`config.mk`:
```
export PLATFORM = sky130hd
export DESIGN_NAME = floppy_read_command_builder_unit
export DESIGN_NICKNAME = d
export VERILOG_FILES = /design/src/rtl/core/frcb_pkg.sv /design/src/rtl/core/frcb_divider.sv /design/src/rtl/core/frcb_front.sv /design/src/rtl/core/frcb_queue.sv /design/src/rtl/core/frcb_back.sv /design/src/rtl/core/floppy_read_command_builder_unit.sv
export SDC_FILE = /design/constraint.sdc
export NUM_CORES = 1
export LEC_CHECK = 0
export ABC_CLOCK_PERIOD_IN_PS = 5450
export BUFFER_PORTS_ARGS = -buffer_cell sky130_fd_sc_hd__buf_2
export CAP_MARGIN = 20
export CORE_MARGIN = 2
export CORE_UTILIZATION = 40
export CTS_BUF_LIST = sky130_fd_sc_hd__clkbuf_4 sky130_fd_sc_hd__clkbuf_8 sky130_fd_sc_hd__clkbuf_16
export DETAILED_ROUTE_END_ITERATION = 6
export SYNTH_ARGS = -nofsm -noshare
export SYNTH_HDL_FRONTEND = slang
export SYNTH_SLANG_ARGS = --single-unit
```
`constraint.sdc`:
```
create_clock -name clk -period 5.45 [get_ports clk]
set_input_delay 0.8175 -clock clk [delete_from_list [all_inputs] [get_ports clk]]
set_output_delay 0.8175 -clock clk [all_outputs]
set_load 0.005 [all_outputs]
```
`src/rtl/core/frcb_pkg.sv`:
```
package frcb_pkg;

  localparam int unsigned SECTOR_BYTES = 512;
  localparam int unsigned SECTOR_SHIFT = $clog2(SECTOR_BYTES);

  localparam logic [7:0] CMD_READ    = 8'h06;
  localparam logic [7:0] CMD_OPT_MF  = 8'h40;
  localparam logic [7:0] SIZE_CODE   = 8'd2;
  localparam logic [7:0] GAP_LEN     = 8'd27;
  localparam logic [7:0] DATA_LEN    = 8'hff;

  // reset values of the configuration registers
  localparam logic [5:0]  SPT_RESET   = 6'd18;
  localparam logic [1:0]  HEADS_RESET = 2'd2;
  localparam logic [12:0] TOTAL_RESET = 13'd2880;
  localparam logic [1:0]  DRIVE_RESET = 2'd0;

  // radix-4 divider: 13-bit dividend padded to 14 bits, two bits per step
  localparam int unsigned DIV_STEPS = 7;

  // floor(x / 3) == (x * DIV3_RECIP) >> 16 for every 13-bit x
  localparam logic [14:0] DIV3_RECIP = 15'd21846;

  typedef enum logic [1:0] {
    REG_SPT   = 2'd0,
    REG_HEADS = 2'd1,
    REG_TOTAL = 2'd2,
    REG_DRIVE = 2'd3
  } reg_idx_t;

  typedef enum logic [3:0] {
    POS_OPCODE = 4'd0,
    POS_SELECT = 4'd1,
    POS_CYL    = 4'd2,
    POS_HEAD   = 4'd3,
    POS_SECTOR = 4'd4,
    POS_SIZE   = 4'd5,
    POS_SPT    = 4'd6,
    POS_GAP    = 4'd7,
    POS_DTL    = 4'd8
  } cmd_pos_t;

  // effective configuration (zero sector and head counts already mapped to one)
  typedef struct packed {
    logic [5:0]  spt;
    logic [1:0]  heads;
    logic [12:0] total;
    logic [1:0]  drive;
  } frcb_cfg_t;

  // one classified request, handed from front to back
  typedef struct packed {
    logic        oor;
    logic [1:0]  head;
    logic [7:0]  cyl;
    logic [5:0]  sector;
    logic [5:0]  spt;
    logic [14:0] xfer;
  } frcb_desc_t;

endpackage

```
`src/rtl/core/frcb_divider.sv`:
```
module frcb_divider (
  input  logic        clk,
  input  logic        rst_n,
  input  logic        start,
  input  logic [12:0] dividend,
  input  logic [5:0]  divisor,
  output logic        done,
  output logic [12:0] quotient,
  output logic [5:0]  remainder
);
  import frcb_pkg::*;

  logic        busy_r;
  logic        done_r;
  logic [2:0]  cnt_r;
  logic [13:0] quo_r;
  logic [5:0]  rem_r;
  logic [5:0]  div_r;
  logic [6:0]  s1;
  logic [6:0]  s2;

  // one restoring step: {quotient bit, new remainder}
  function automatic logic [6:0] div_step(input logic [5:0] r, input logic b,
                                          input logic [5:0] d);
    logic [6:0] t;
    t = {r, b};
    if (t >= {1'b0, d}) begin
      div_step = {1'b1, 6'(t - {1'b0, d})};
    end else begin
      div_step = {1'b0, t[5:0]};
    end
  endfunction

  always_comb begin
    s1 = div_step(rem_r, quo_r[13], div_r);
    s2 = div_step(s1[5:0], quo_r[12], div_r);
  end

  always_ff @(posedge clk) begin
    if (!rst_n) begin
      busy_r <= 1'b0;
      done_r <= 1'b0;
      cnt_r  <= '0;
    end else if (start) begin
      busy_r <= 1'b1;
      done_r <= 1'b0;
      cnt_r  <= '0;
    end else if (busy_r) begin
      cnt_r <= 3'(cnt_r + 3'd1);
      if (cnt_r == 3'(DIV_STEPS - 1)) begin
        busy_r <= 1'b0;
        done_r <= 1'b1;
      end
    end else begin
      done_r <= 1'b0;
    end
  end

  always_ff @(posedge clk) begin
    if (start) begin
      quo_r <= {1'b0, dividend};
      rem_r <= '0;
      div_r <= divisor;
    end else if (busy_r) begin
      // dividend bits leave at the top, quotient bits enter at the bottom
      quo_r <= {quo_r[11:0], s1[6], s2[6]};
      rem_r <= s2[5:0];
    end
  end

  assign done      = done_r;
  assign quotient  = quo_r[12:0];
  assign remainder = rem_r;

endmodule

```
`src/rtl/core/frcb_front.sv`:
```
module frcb_front (
  input  logic                  clk,
  input  logic                  rst_n,
  input  frcb_pkg::frcb_cfg_t   cfg,
  input  logic                  in_valid,
  output logic                  in_ready,
  input  logic [12:0]           in_block_address,
  input  logic [15:0]           in_request_bytes,
  output logic                  push_valid,
  input  logic                  push_ready,
  output frcb_pkg::frcb_desc_t  push_desc
);
  import frcb_pkg::*;

  typedef enum logic [1:0] {
    S_IDLE,
    S_DIV,
    S_PUSH
  } state_t;

  state_t      state_r;
  logic        oor_r;
  logic [15:0] req_r;
  logic [12:0] track_r;
  logic [12:0] cyl_r;
  logic [5:0]  sector_r;
  logic [14:0] xfer_r;

  logic        accept;
  logic        in_oor;
  logic        div_start;
  logic        div_done;
  logic [12:0] div_quo;
  logic [5:0]  div_rem;
  logic [28:0] prod3;
  logic [12:0] cyl_nxt;
  logic [5:0]  left;
  logic [14:0] cap;
  logic [14:0] xfer_nxt;
  logic [14:0] cyl_heads;
  logic [12:0] head_diff;

  assign in_ready  = (state_r == S_IDLE) || ((state_r == S_PUSH) && push_ready);
  assign accept    = in_valid && in_ready;
  assign in_oor    = in_block_address >= cfg.total;
  assign div_start = accept && !in_oor;

  frcb_divider u_div (
    .clk       (clk),
    .rst_n     (rst_n),
    .start     (div_start),
    .dividend  (in_block_address),
    .divisor   (cfg.spt),
    .done      (div_done),
    .quotient  (div_quo),
    .remainder (div_rem)
  );

  // cylinder = track / heads, heads is one to three
  always_comb begin
    prod3 = 29'(div_quo) * 29'(DIV3_RECIP);
    case (cfg.heads)
      2'd1:    cyl_nxt = div_quo;
      2'd2:    cyl_nxt = div_quo >> 1;
      default: cyl_nxt = prod3[28:16];
    endcase
  end

  // sectors left on the track = spt - remainder
  always_comb begin
    left     = 6'(cfg.spt - div_rem);
    cap      = 15'(left) << SECTOR_SHIFT;
    xfer_nxt = (req_r < {1'b0, cap}) ? req_r[14:0] : cap;
  end

  always_comb begin
    cyl_heads = 15'(cyl_r) * 15'(cfg.heads);
    head_diff = 13'(track_r - cyl_heads[12:0]);
  end

  always_ff @(posedge clk) begin
    if (!rst_n) begin
      state_r <= S_IDLE;
      oor_r   <= 1'b0;
    end else begin
      case (state_r)
        S_IDLE, S_PUSH: begin
          if (accept) begin
            oor_r   <= in_oor;
            state_r <= in_oor ? S_PUSH : S_DIV;
          end else if (state_r == S_PUSH && push_ready) begin
            state_r <= S_IDLE;
          end
        end
        S_DIV: begin
          if (div_done) begin
            state_r <= S_PUSH;
          end
        end
        default: state_r <= S_IDLE;
      endcase
    end
  end

  always_ff @(posedge clk) begin
    if (accept) begin
      req_r <= in_request_bytes;
    end
    if (state_r == S_DIV && div_done) begin
      track_r  <= div_quo;
      cyl_r    <= cyl_nxt;
      sector_r <= 6'(div_rem + 6'd1);
      xfer_r   <= xfer_nxt;
    end
  end

  assign push_valid = (state_r == S_PUSH);

  always_comb begin
    push_desc = '0;
    push_desc.oor = oor_r;
    if (!oor_r) begin
      push_desc.head   = head_diff[1:0];
      push_desc.cyl    = cyl_r[7:0];
      push_desc.sector = sector_r;
      push_desc.spt    = cfg.spt;
      push_desc.xfer   = xfer_r;
    end
  end

endmodule

```
`src/rtl/core/frcb_queue.sv`:
```
module frcb_queue (
  input  logic                  clk,
  input  logic                  rst_n,
  input  logic                  wr_valid,
  output logic                  wr_ready,
  input  frcb_pkg::frcb_desc_t  wr_desc,
  output logic                  rd_valid,
  input  logic                  rd_ready,
  output frcb_pkg::frcb_desc_t  rd_desc
);
  import frcb_pkg::*;

  frcb_desc_t  slot_r [2];
  logic        wr_ptr_r;
  logic        rd_ptr_r;
  logic [1:0]  count_r;
  logic        push;
  logic        pop;

  assign wr_ready = (count_r != 2'd2);
  assign rd_valid = (count_r != 2'd0);
  assign push     = wr_valid && wr_ready;
  assign pop      = rd_valid && rd_ready;
  assign rd_desc  = slot_r[rd_ptr_r];

  always_ff @(posedge clk) begin
    if (!rst_n) begin
      wr_ptr_r <= 1'b0;
      rd_ptr_r <= 1'b0;
      count_r  <= '0;
    end else begin
      if (push) begin
        wr_ptr_r <= ~wr_ptr_r;
      end
      if (pop) begin
        rd_ptr_r <= ~rd_ptr_r;
      end
      if (push && !pop) begin
        count_r <= 2'(count_r + 2'd1);
      end else if (pop && !push) begin
        count_r <= 2'(count_r - 2'd1);
      end
    end
  end

  always_ff @(posedge clk) begin
    if (push) begin
      slot_r[wr_ptr_r] <= wr_desc;
    end
  end

endmodule

```
`src/rtl/core/frcb_back.sv`:
```
module frcb_back (
  input  logic                  clk,
  input  logic                  rst_n,
  input  logic [1:0]            drive,
  input  logic                  rd_valid,
  output logic                  rd_ready,
  input  frcb_pkg::frcb_desc_t  rd_desc,
  output logic                  out_valid,
  input  logic                  out_ready,
  output logic [7:0]            out_command_byte,
  output logic                  out_last_byte,
  output logic [14:0]           out_transfer_bytes,
  output logic                  out_out_of_range
);
  import frcb_pkg::*;

  cmd_pos_t    pos_r;
  logic        out_valid_r;
  logic [7:0]  byte_r;
  logic        last_r;
  logic [14:0] xfer_r;
  logic        oor_r;

  logic        load;
  logic        last_nxt;
  logic [7:0]  byte_nxt;

  assign load     = rd_valid && (!out_valid_r || out_ready);
  assign last_nxt = rd_desc.oor || (pos_r == POS_DTL);
  assign rd_ready = load && last_nxt;

  always_comb begin
    case (pos_r)
      POS_OPCODE: byte_nxt = CMD_READ | CMD_OPT_MF;
      POS_SELECT: byte_nxt = {4'd0, rd_desc.head, drive};
      POS_CYL:    byte_nxt = rd_desc.cyl;
      POS_HEAD:   byte_nxt = {6'd0, rd_desc.head};
      POS_SECTOR: byte_nxt = {2'd0, rd_desc.sector};
      POS_SIZE:   byte_nxt = SIZE_CODE;
      POS_SPT:    byte_nxt = {2'd0, rd_desc.spt};
      POS_GAP:    byte_nxt = GAP_LEN;
      POS_DTL:    byte_nxt = DATA_LEN;
      default:    byte_nxt = '0;
    endcase
    if (rd_desc.oor) begin
      byte_nxt = '0;
    end
  end

  always_ff @(posedge clk) begin
    if (!rst_n) begin
      out_valid_r <= 1'b0;
      pos_r       <= POS_OPCODE;
    end else begin
      if (load) begin
        out_valid_r <= 1'b1;
        pos_r       <= last_nxt ? POS_OPCODE : cmd_pos_t'(pos_r + 4'd1);
      end else if (out_ready) begin
        out_valid_r <= 1'b0;
      end
    end
  end

  always_ff @(posedge clk) begin
    if (load) begin
      byte_r <= byte_nxt;
      last_r <= last_nxt;
      xfer_r <= rd_desc.xfer;
      oor_r  <= rd_desc.oor;
    end
  end

  assign out_valid          = out_valid_r;
  assign out_command_byte   = byte_r;
  assign out_last_byte      = last_r;
  assign out_transfer_bytes = xfer_r;
  assign out_out_of_range   = oor_r;

endmodule

```
`src/rtl/core/floppy_read_command_builder_unit.sv`:
```
// path from input transaction to first command byte: the 7-step radix-4 divider,
// a register stage that splits cylinder and head, the queue, the output register
// output: nine command bytes per request; the front takes no new request while
// its divider is busy; an out-of-range address gives one result
// reset: synchronous active-low rst_n clears control and loads the register defaults
module floppy_read_command_builder_unit (
  input  logic        clk,
  input  logic        rst_n,
  input  logic        cfg_valid,
  output logic        cfg_ready,
  input  logic [1:0]  cfg_index,
  input  logic [12:0] cfg_data,
  input  logic        in_valid,
  output logic        in_ready,
  input  logic [12:0] in_block_address,
  input  logic [15:0] in_request_bytes,
  output logic        out_valid,
  input  logic        out_ready,
  output logic [7:0]  out_command_byte,
  output logic        out_last_byte,
  output logic [14:0] out_transfer_bytes,
  output logic        out_out_of_range
);
  import frcb_pkg::*;

  logic [5:0]  spt_r;
  logic [1:0]  heads_r;
  logic [12:0] total_r;
  logic [1:0]  drive_r;
  frcb_cfg_t   cfg;

  logic        push_valid;
  logic        push_ready;
  frcb_desc_t  push_desc;
  logic        rd_valid;
  logic        rd_ready;
  frcb_desc_t  rd_desc;

  assign cfg_ready = 1'b1;

  always_ff @(posedge clk) begin
    if (!rst_n) begin
      spt_r   <= SPT_RESET;
      heads_r <= HEADS_RESET;
      total_r <= TOTAL_RESET;
      drive_r <= DRIVE_RESET;
    end else if (cfg_valid) begin
      case (reg_idx_t'(cfg_index))
        REG_SPT:   spt_r   <= cfg_data[5:0];
        REG_HEADS: heads_r <= cfg_data[1:0];
        REG_TOTAL: total_r <= cfg_data;
        REG_DRIVE: drive_r <= cfg_data[1:0];
        default:   ;
      endcase
    end
  end

  // zero sector and head counts behave as one
  always_comb begin
    cfg.spt   = (spt_r == '0) ? 6'd1 : spt_r;
    cfg.heads = (heads_r == '0) ? 2'd1 : heads_r;
    cfg.total = total_r;
    cfg.drive = drive_r;
  end

  frcb_front u_front (
    .clk              (clk),
    .rst_n            (rst_n),
    .cfg              (cfg),
    .in_valid         (in_valid),
    .in_ready         (in_ready),
    .in_block_address (in_block_address),
    .in_request_bytes (in_request_bytes),
    .push_valid       (push_valid),
    .push_ready       (push_ready),
    .push_desc        (push_desc)
  );

  frcb_queue u_queue (
    .clk      (clk),
    .rst_n    (rst_n),
    .wr_valid (push_valid),
    .wr_ready (push_ready),
    .wr_desc  (push_desc),
    .rd_valid (rd_valid),
    .rd_ready (rd_ready),
    .rd_desc  (rd_desc)
  );

  frcb_back u_back (
    .clk                (clk),
    .rst_n              (rst_n),
    .drive              (cfg.drive),
    .rd_valid           (rd_valid),
    .rd_ready           (rd_ready),
    .rd_desc            (rd_desc),
    .out_valid          (out_valid),
    .out_ready          (out_ready),
    .out_command_byte   (out_command_byte),
    .out_last_byte      (out_last_byte),
    .out_transfer_bytes (out_transfer_bytes),
    .out_out_of_range   (out_out_of_range)
  );

endmodule
```
# After elaboration in Yosys (flattened, before gate mapping)
# Memories as Yosys holds them, arrays and structs flattened. A register that Yosys moved wholly into a read port is not among the register bits.
# Cells that the tools add are included.
# Widths: inputs -> output; s select.
# classes
add_sub_neg,9
n_mux,27
eq_ne,19
order_cmp,4
reduce_logical,34
bitwise_logic,4
multipliers,2
# ops
operator,n
$pmux 8 s9,1
$mux 37,1
$mul 13x14->27 const B,1
$mux 13,2
$pmux 13 s2,1
$sub 6x6->6,3
$eq 4x3->1 const B,4
$lt 16x15->1,1
$mux 15,1
$ge 7x6->1,2
$mux 2,7
$mux 7,2
$ge 13x13->1,1
$mul 13x2->2,1
$reduce_and 2->1,6
$logic_and 1x1->1,9
$mux 1,9
$eq 2x2->1 const B,4
$eq 4x2->1 const B,2
$reduce_bool 2->1,4
$add 6x1->6 const B,1
$eq 2x1->1 const B,3
$logic_not 2->1,3
$logic_not 6->1,1
other kinds (19),29
# word_totals
n_memories,1
regBits,143
ramBits,76
# mem_list
name,words,width,rd,rd_ports_with_merged_regs,wr,line,text
u_queue.slot_r,2,38,1,1,1,frcb_queue.sv:13,frcb_desc_t slot_r [2];

# Depth between registers and ports, before layout
# logic_depth
ltp_word,8
depth_mapped,18

# Modules after synthesis
# From an unflattened synthesis, not the netlist that was laid out.
# unflattened
cells_unflattened,1086
hier_area_um2,12788.5
# modules_own_cells
module,cells_per_inst,instances,area_each_um2
frcb_front,544,1,5460.2
frcb_queue,142,1,2980.4
frcb_divider,185,1,1954.4
frcb_back,108,1,1376.3
floppy_read_command_builder_unit,107,1,1017.2

# Least setup slack after synthesis
# No wires, ideal clock.
# synth_path
path_kind,register -> register
from,register u_front.u_div.quo_r[7]
to,"register u_front.cyl_r[6], data pin"
slack_ns,0.823
path_stages_with_launch,16
arrival_ns,4.367
t_required_ns,5.191
path_buffers,0
setup_ns,0.259
path_cell_list,edfxtp_1 ha_1 inv_1 fa_1 fa_1 fa_1 fa_1 inv_1 ha_1 a211oi_1 o21ai_0 a21oi_1 o31ai_2 a311o_1 xnor2_1 o21ai_1
# synth_via
elab_chain_cells,2
# synth_rtl
element,line,text
"start, declared",frcb_divider.sv:16,logic [13:0] quo_r;
"start signal, assigned",frcb_divider.sv:61,"quo_r <= {1'b0, dividend};"
"start signal, assigned",frcb_divider.sv:66,"quo_r <= {quo_r[11:0], s1[6], s2[6]};"
$mul 13x14->27,frcb_front.sv:61,prod3 = 29'(div_quo) * 29'(DIV3_RECIP);
$pmux 13 s2 (*),frcb_front.sv:62,case (cfg.heads)
named net u_front.cyl_nxt[6],frcb_front.sv:36,logic [12:0] cyl_nxt;
"end signal, assigned",frcb_front.sv:111,cyl_r <= cyl_nxt;
"end, declared",frcb_front.sv:25,logic [12:0] cyl_r;
# Mark *: on every way through the listed nets, which the timed path passes. The rest lies on a longest branch.
# A chain may end at the register's enable or synchronous reset.

# Final worst setup path
# Same ends and word-level chain as after synthesis.

==> metrics.md <==
| Metric | Value |
|---|---|
| Status | `finished, final reports clean` |
| Core area | `30300 sq um` |
| DRC viols | `0` |
| Iter 0 DRT Violations | `497` |
| Hold depth | `2` |
| Most used cell, CP | `fa_1` |
| Crit Path Class | `reg -> reg` |
| DRT Pass-1 Iters | `5` |
| Upper clock frequency limit | `204 MHz` |
| Final hold viol count | `0` |
| CP Data Required Time | `5.70 ns` |
| DR WL/cell | `16.1 um` |
| Max FO, Critical Path | `6` |
| GRT overflow | `0` |
| # port buffers | `75` |
| Vias post-DR | `7551` |
| Asr flop ratio synth | `0%` |
| Worst-path cell chain | `ha_1, inv_1, fa_1, fa_1, fa_1, fa_1, inv_1, ha_1, a211oi_1, o21ai_0, a21oi_1, o31ai_2, a311o_1, xnor2_1, o21ai_1` |
| Final ANT Viol Nets | `0` |
| Dpl hpwl | `18600 um` |
| Number of fillers in the final layout | `2803` |
| Top post-synthesis cells by area | `edfxtp_1 (41%), ha_1 (11%), dfxtp_1 (7.9%)` |
| Clock Latency Late Sink | `0.51 ns` |
| Num CTS Buffers | `23` |
| H-Tree Depth | `1` |
| Max_slew headroom | `40.7%` |
| GRT Resource Usage Total | `16.0%` |
| Worst path arrival time | `5.17 ns` |
| Clock Sinks | `215` |
| Seq/Total Area, Yosys | `48.9%` |
| Min cycle time layout | `4.91 ns` |
| Clock Tree Root | `clkbuf_16` |
| Skew final | `0.0152 ns` |
| Maximum clock path buffer count | `3` |
| Max-slew violations | `0` |
| Initial Utilization | `40.3%` |
| RR Endpoint | `u_front.cyl_r[6]` |
| Final setup fails | `0` |
| Hold EP | `total_r[10]` |
| Crit end category | `flip-flop` |
| Synth top area share | `41.0%` |
| Post-synth EDFFs | `167` |
| Synthesis Warnings | `0` |
| Slowest stage delay, CP | `0.59 ns` |
| Post_cts resized | `0` |
| Crit start category | `flip-flop` |
| Worst Hold Class | `reg -> reg` |
| Initial antenna violation count | `1` |
| Setup bufs post-CTS | `0` |
| Post-synth top area cell | `edfxtp_1` |
| Internal reg-to-reg setup slack | `0.54 ns` |
| Routed WL | `24600 um` |
| CTS tree | `done` |
| Final period util | `90.2%` |
| Via-to-Cell Ratio | `4.93` |
| RR Startpoint | `u_front.u_div.quo_r[7]` |
| Cell Rows | `64` |
| Syn-to-layout area delta | `12.2%` |
| Worst r2r path cells | `15` |
| Antenna cell count | `0` |
| Max Cap Viol | `0` |
| First-pass GRT wire length | `40400 um` |
| Synth Register Bits | `215` |
| Post-Syn Area per Cell | `11.7 sq um` |
| I/O pin cnt | `77` |
| RePlAce Congestion | `0.889` |
| TNS Setup | `0 ns` |
| Worst Max-Slew Pin Slew | `0.883 ns` |
| Largest net degree at the start of global routing | `40` |
| Layout cell share with drive strength beyond 1 | `15.1%` |
| Die Ht | `179 um` |
| CP max-delay cell | `fa_1` |
| Mapped Cells | `1043` |
| Hold path startpoint | `total_r[10]` |
| RSZ-0062 raised after global routing | `false` |
| Yosys cell types | `70` |
| Vias in the first global route | `7674` |
| Dominant synthesized flop cell | `edfxtp_1` |
| Cell Area, Synth | `12200 sq um` |
| Final net count | `1322` |
| Die Width | `179 um` |
| Clk slew on worst S/H paths | `0.06 ns` |
| Net Count, Synth | `1245` |
| # hold bufs at CTS | `0` |
| Die ar. | `32000 sq um` |
## routing by layer
layer,vias to the layer above,GRT usage (%),share of wire (%)
met1,3609,22.8,49
met4,2,3.39,1.8
met5,-,0,0.053
li1,3772,-,-
met3,35,2.65,3.8
met2,133,25.7,45
## sequential cells by signal, indices dropped and copies added, names as in the netlist, 2 cells and up, named ones only
name and cells:
drive_r 2, heads_r 2, spt_r 6, total_r 13, u_back.out_command_byte 8, u_back.out_transfer_bytes 15, u_back.pos_r 4, u_front.cyl_r 8
u_front.req_r 16, u_front.sector_r 6, u_front.state_r 2, u_front.track_r 2, u_front.u_div.cnt_r 3, u_front.u_div.div_r 6, u_front.u_div.quo_r 14, u_front.u_div.remainder 6
u_front.xfer_r 15, u_queue.count_r 2, u_queue.slot_r 76
## cells in the final DEF (no fill, tap or decap), types with 3 or more instances in the layout
cell type and count:
clkinv_2 4, mux2_1 5, nand3_1 19, mux2i_1 18, xor2_1 15, a221oi_1 5
o211ai_1 6, o21ai_0 36, nand2b_1 4, nand2_2 3, a21boi_0 11, edfxtp_1 167
mux2_2 31, buf_2 75, o31a_1 3, and2_1 18, o21ai_1 10, nor3_1 8
fa_1 46, ha_1 107, xnor2_1 24, a222oi_1 3, a21o_1 11, dfxtp_1 48
inv_1 141, clkbuf_4 3, a22oi_1 4, buf_4 9, nor2_1 38, clkbuf_16 23
nor2b_1 57, nand2_1 60, nand4_1 3, a31oi_1 9, clkinv_1 6, o21a_1 11
a211oi_1 3, a21oi_1 43
## synthesized netlist by cell type, types with 4 or more instances
| master | count |
|---|---|
| nor2_1 | 39 |
| xnor2_1 | 24 |
| xor2_1 | 15 |
| nand2_1 | 60 |
| o211ai_1 | 6 |
| and2_1 | 18 |
| o21ai_1 | 10 |
| dfxtp_1 | 48 |
| ha_1 | 107 |
| a21oi_1 | 43 |
| mux2_1 | 5 |
| a31oi_1 | 9 |
| a21o_1 | 11 |
| mux2i_1 | 18 |
| o21ai_0 | 36 |
| a221oi_1 | 5 |
| nand2b_1 | 4 |
| inv_1 | 141 |
| a22oi_1 | 4 |
| nor2b_1 | 58 |
| fa_1 | 46 |
| clkbuf_1 | 25 |
| mux2_2 | 31 |
| edfxtp_1 | 167 |
| nand3_1 | 19 |
| nor3_1 | 8 |
| a21boi_0 | 11 |
| o21a_1 | 11 |
## logic make-up after synthesis
group / count (synthesis) / share of synthesized area (%)
and+or+nand+nor: 230 / 9.72
buffers and inverters: 176 / 5.72
DFF: 215 / 48.9
AOI/OAI and AO/OA: 175 / 9.56
adders and majority gates: 153 / 18.5
other: 1 / 0.0307
xor gates and xnor gates: 39 / 2.79
muxes: 54 / 4.79
## metrics by stage
| stage | utilization, % | cell area [sq um] | hold slack [ns] | cells | setup WS, ns |
|---|---|---|---|---|---|
| final | 45.2 | 13700 | 0.468 | 1531 | 0.536 |
| after global routing | 45.2 | 13700 | 0.457 | 1531 | 0.199 |
| after CTS | 45.2 | 13700 | 0.454 | 1530 | 0.552 |
| after detailed placement | 42.9 | 13000 | 0.461 | 1490 | 0.542 |
| after global placement | 42.8 | 13000 | 0.453 | 1489 | 0.579 |
| after floorplan | - | 12200 | 0.443 | 1043 | 0.823 |
## area by class of cell
type	instances	area (sq um)	share of cell area [%]
sequential	215	5980	43.6
tap	396	495	3.61
inverter	143	537	3.91
timing repair buffer	85	463	3.38
multi-input combinational	652	5560	40.5
clock inverter	14	87.6	0.639
clock buffer	26	598	4.36
## critical path: cells and delay by family (launching register included)
family	cells	cell delay, ns
compound gates	6	1.10
xor+xnor	1	0.14
fa+ha+maj	6	2.83
buf+inv	2	0.12
flops	1	0.47
## worst max-delay path by stage
stage	from	to	slack (ns)	cells past startpoint
floorplan	u_front.u_div.quo_r[7]	u_front.cyl_r[6]	0.82	15
global placement	u_front.u_div.quo_r[7]	u_front.cyl_r[6]	0.58	15
detailed placement	u_front.u_div.quo_r[7]	u_front.cyl_r[6]	0.54	15
CTS	u_front.u_div.quo_r[7]	u_front.cyl_r[6]	0.55	15
global route	u_front.u_div.quo_r[3]	u_front.cyl_r[2]	0.20	17
finish	u_front.u_div.quo_r[7]	u_front.cyl_r[6]	0.54	15
Power is not shown: default switching activity piles up to over one toggle a cycle in this logic, so the estimate is an artifact.
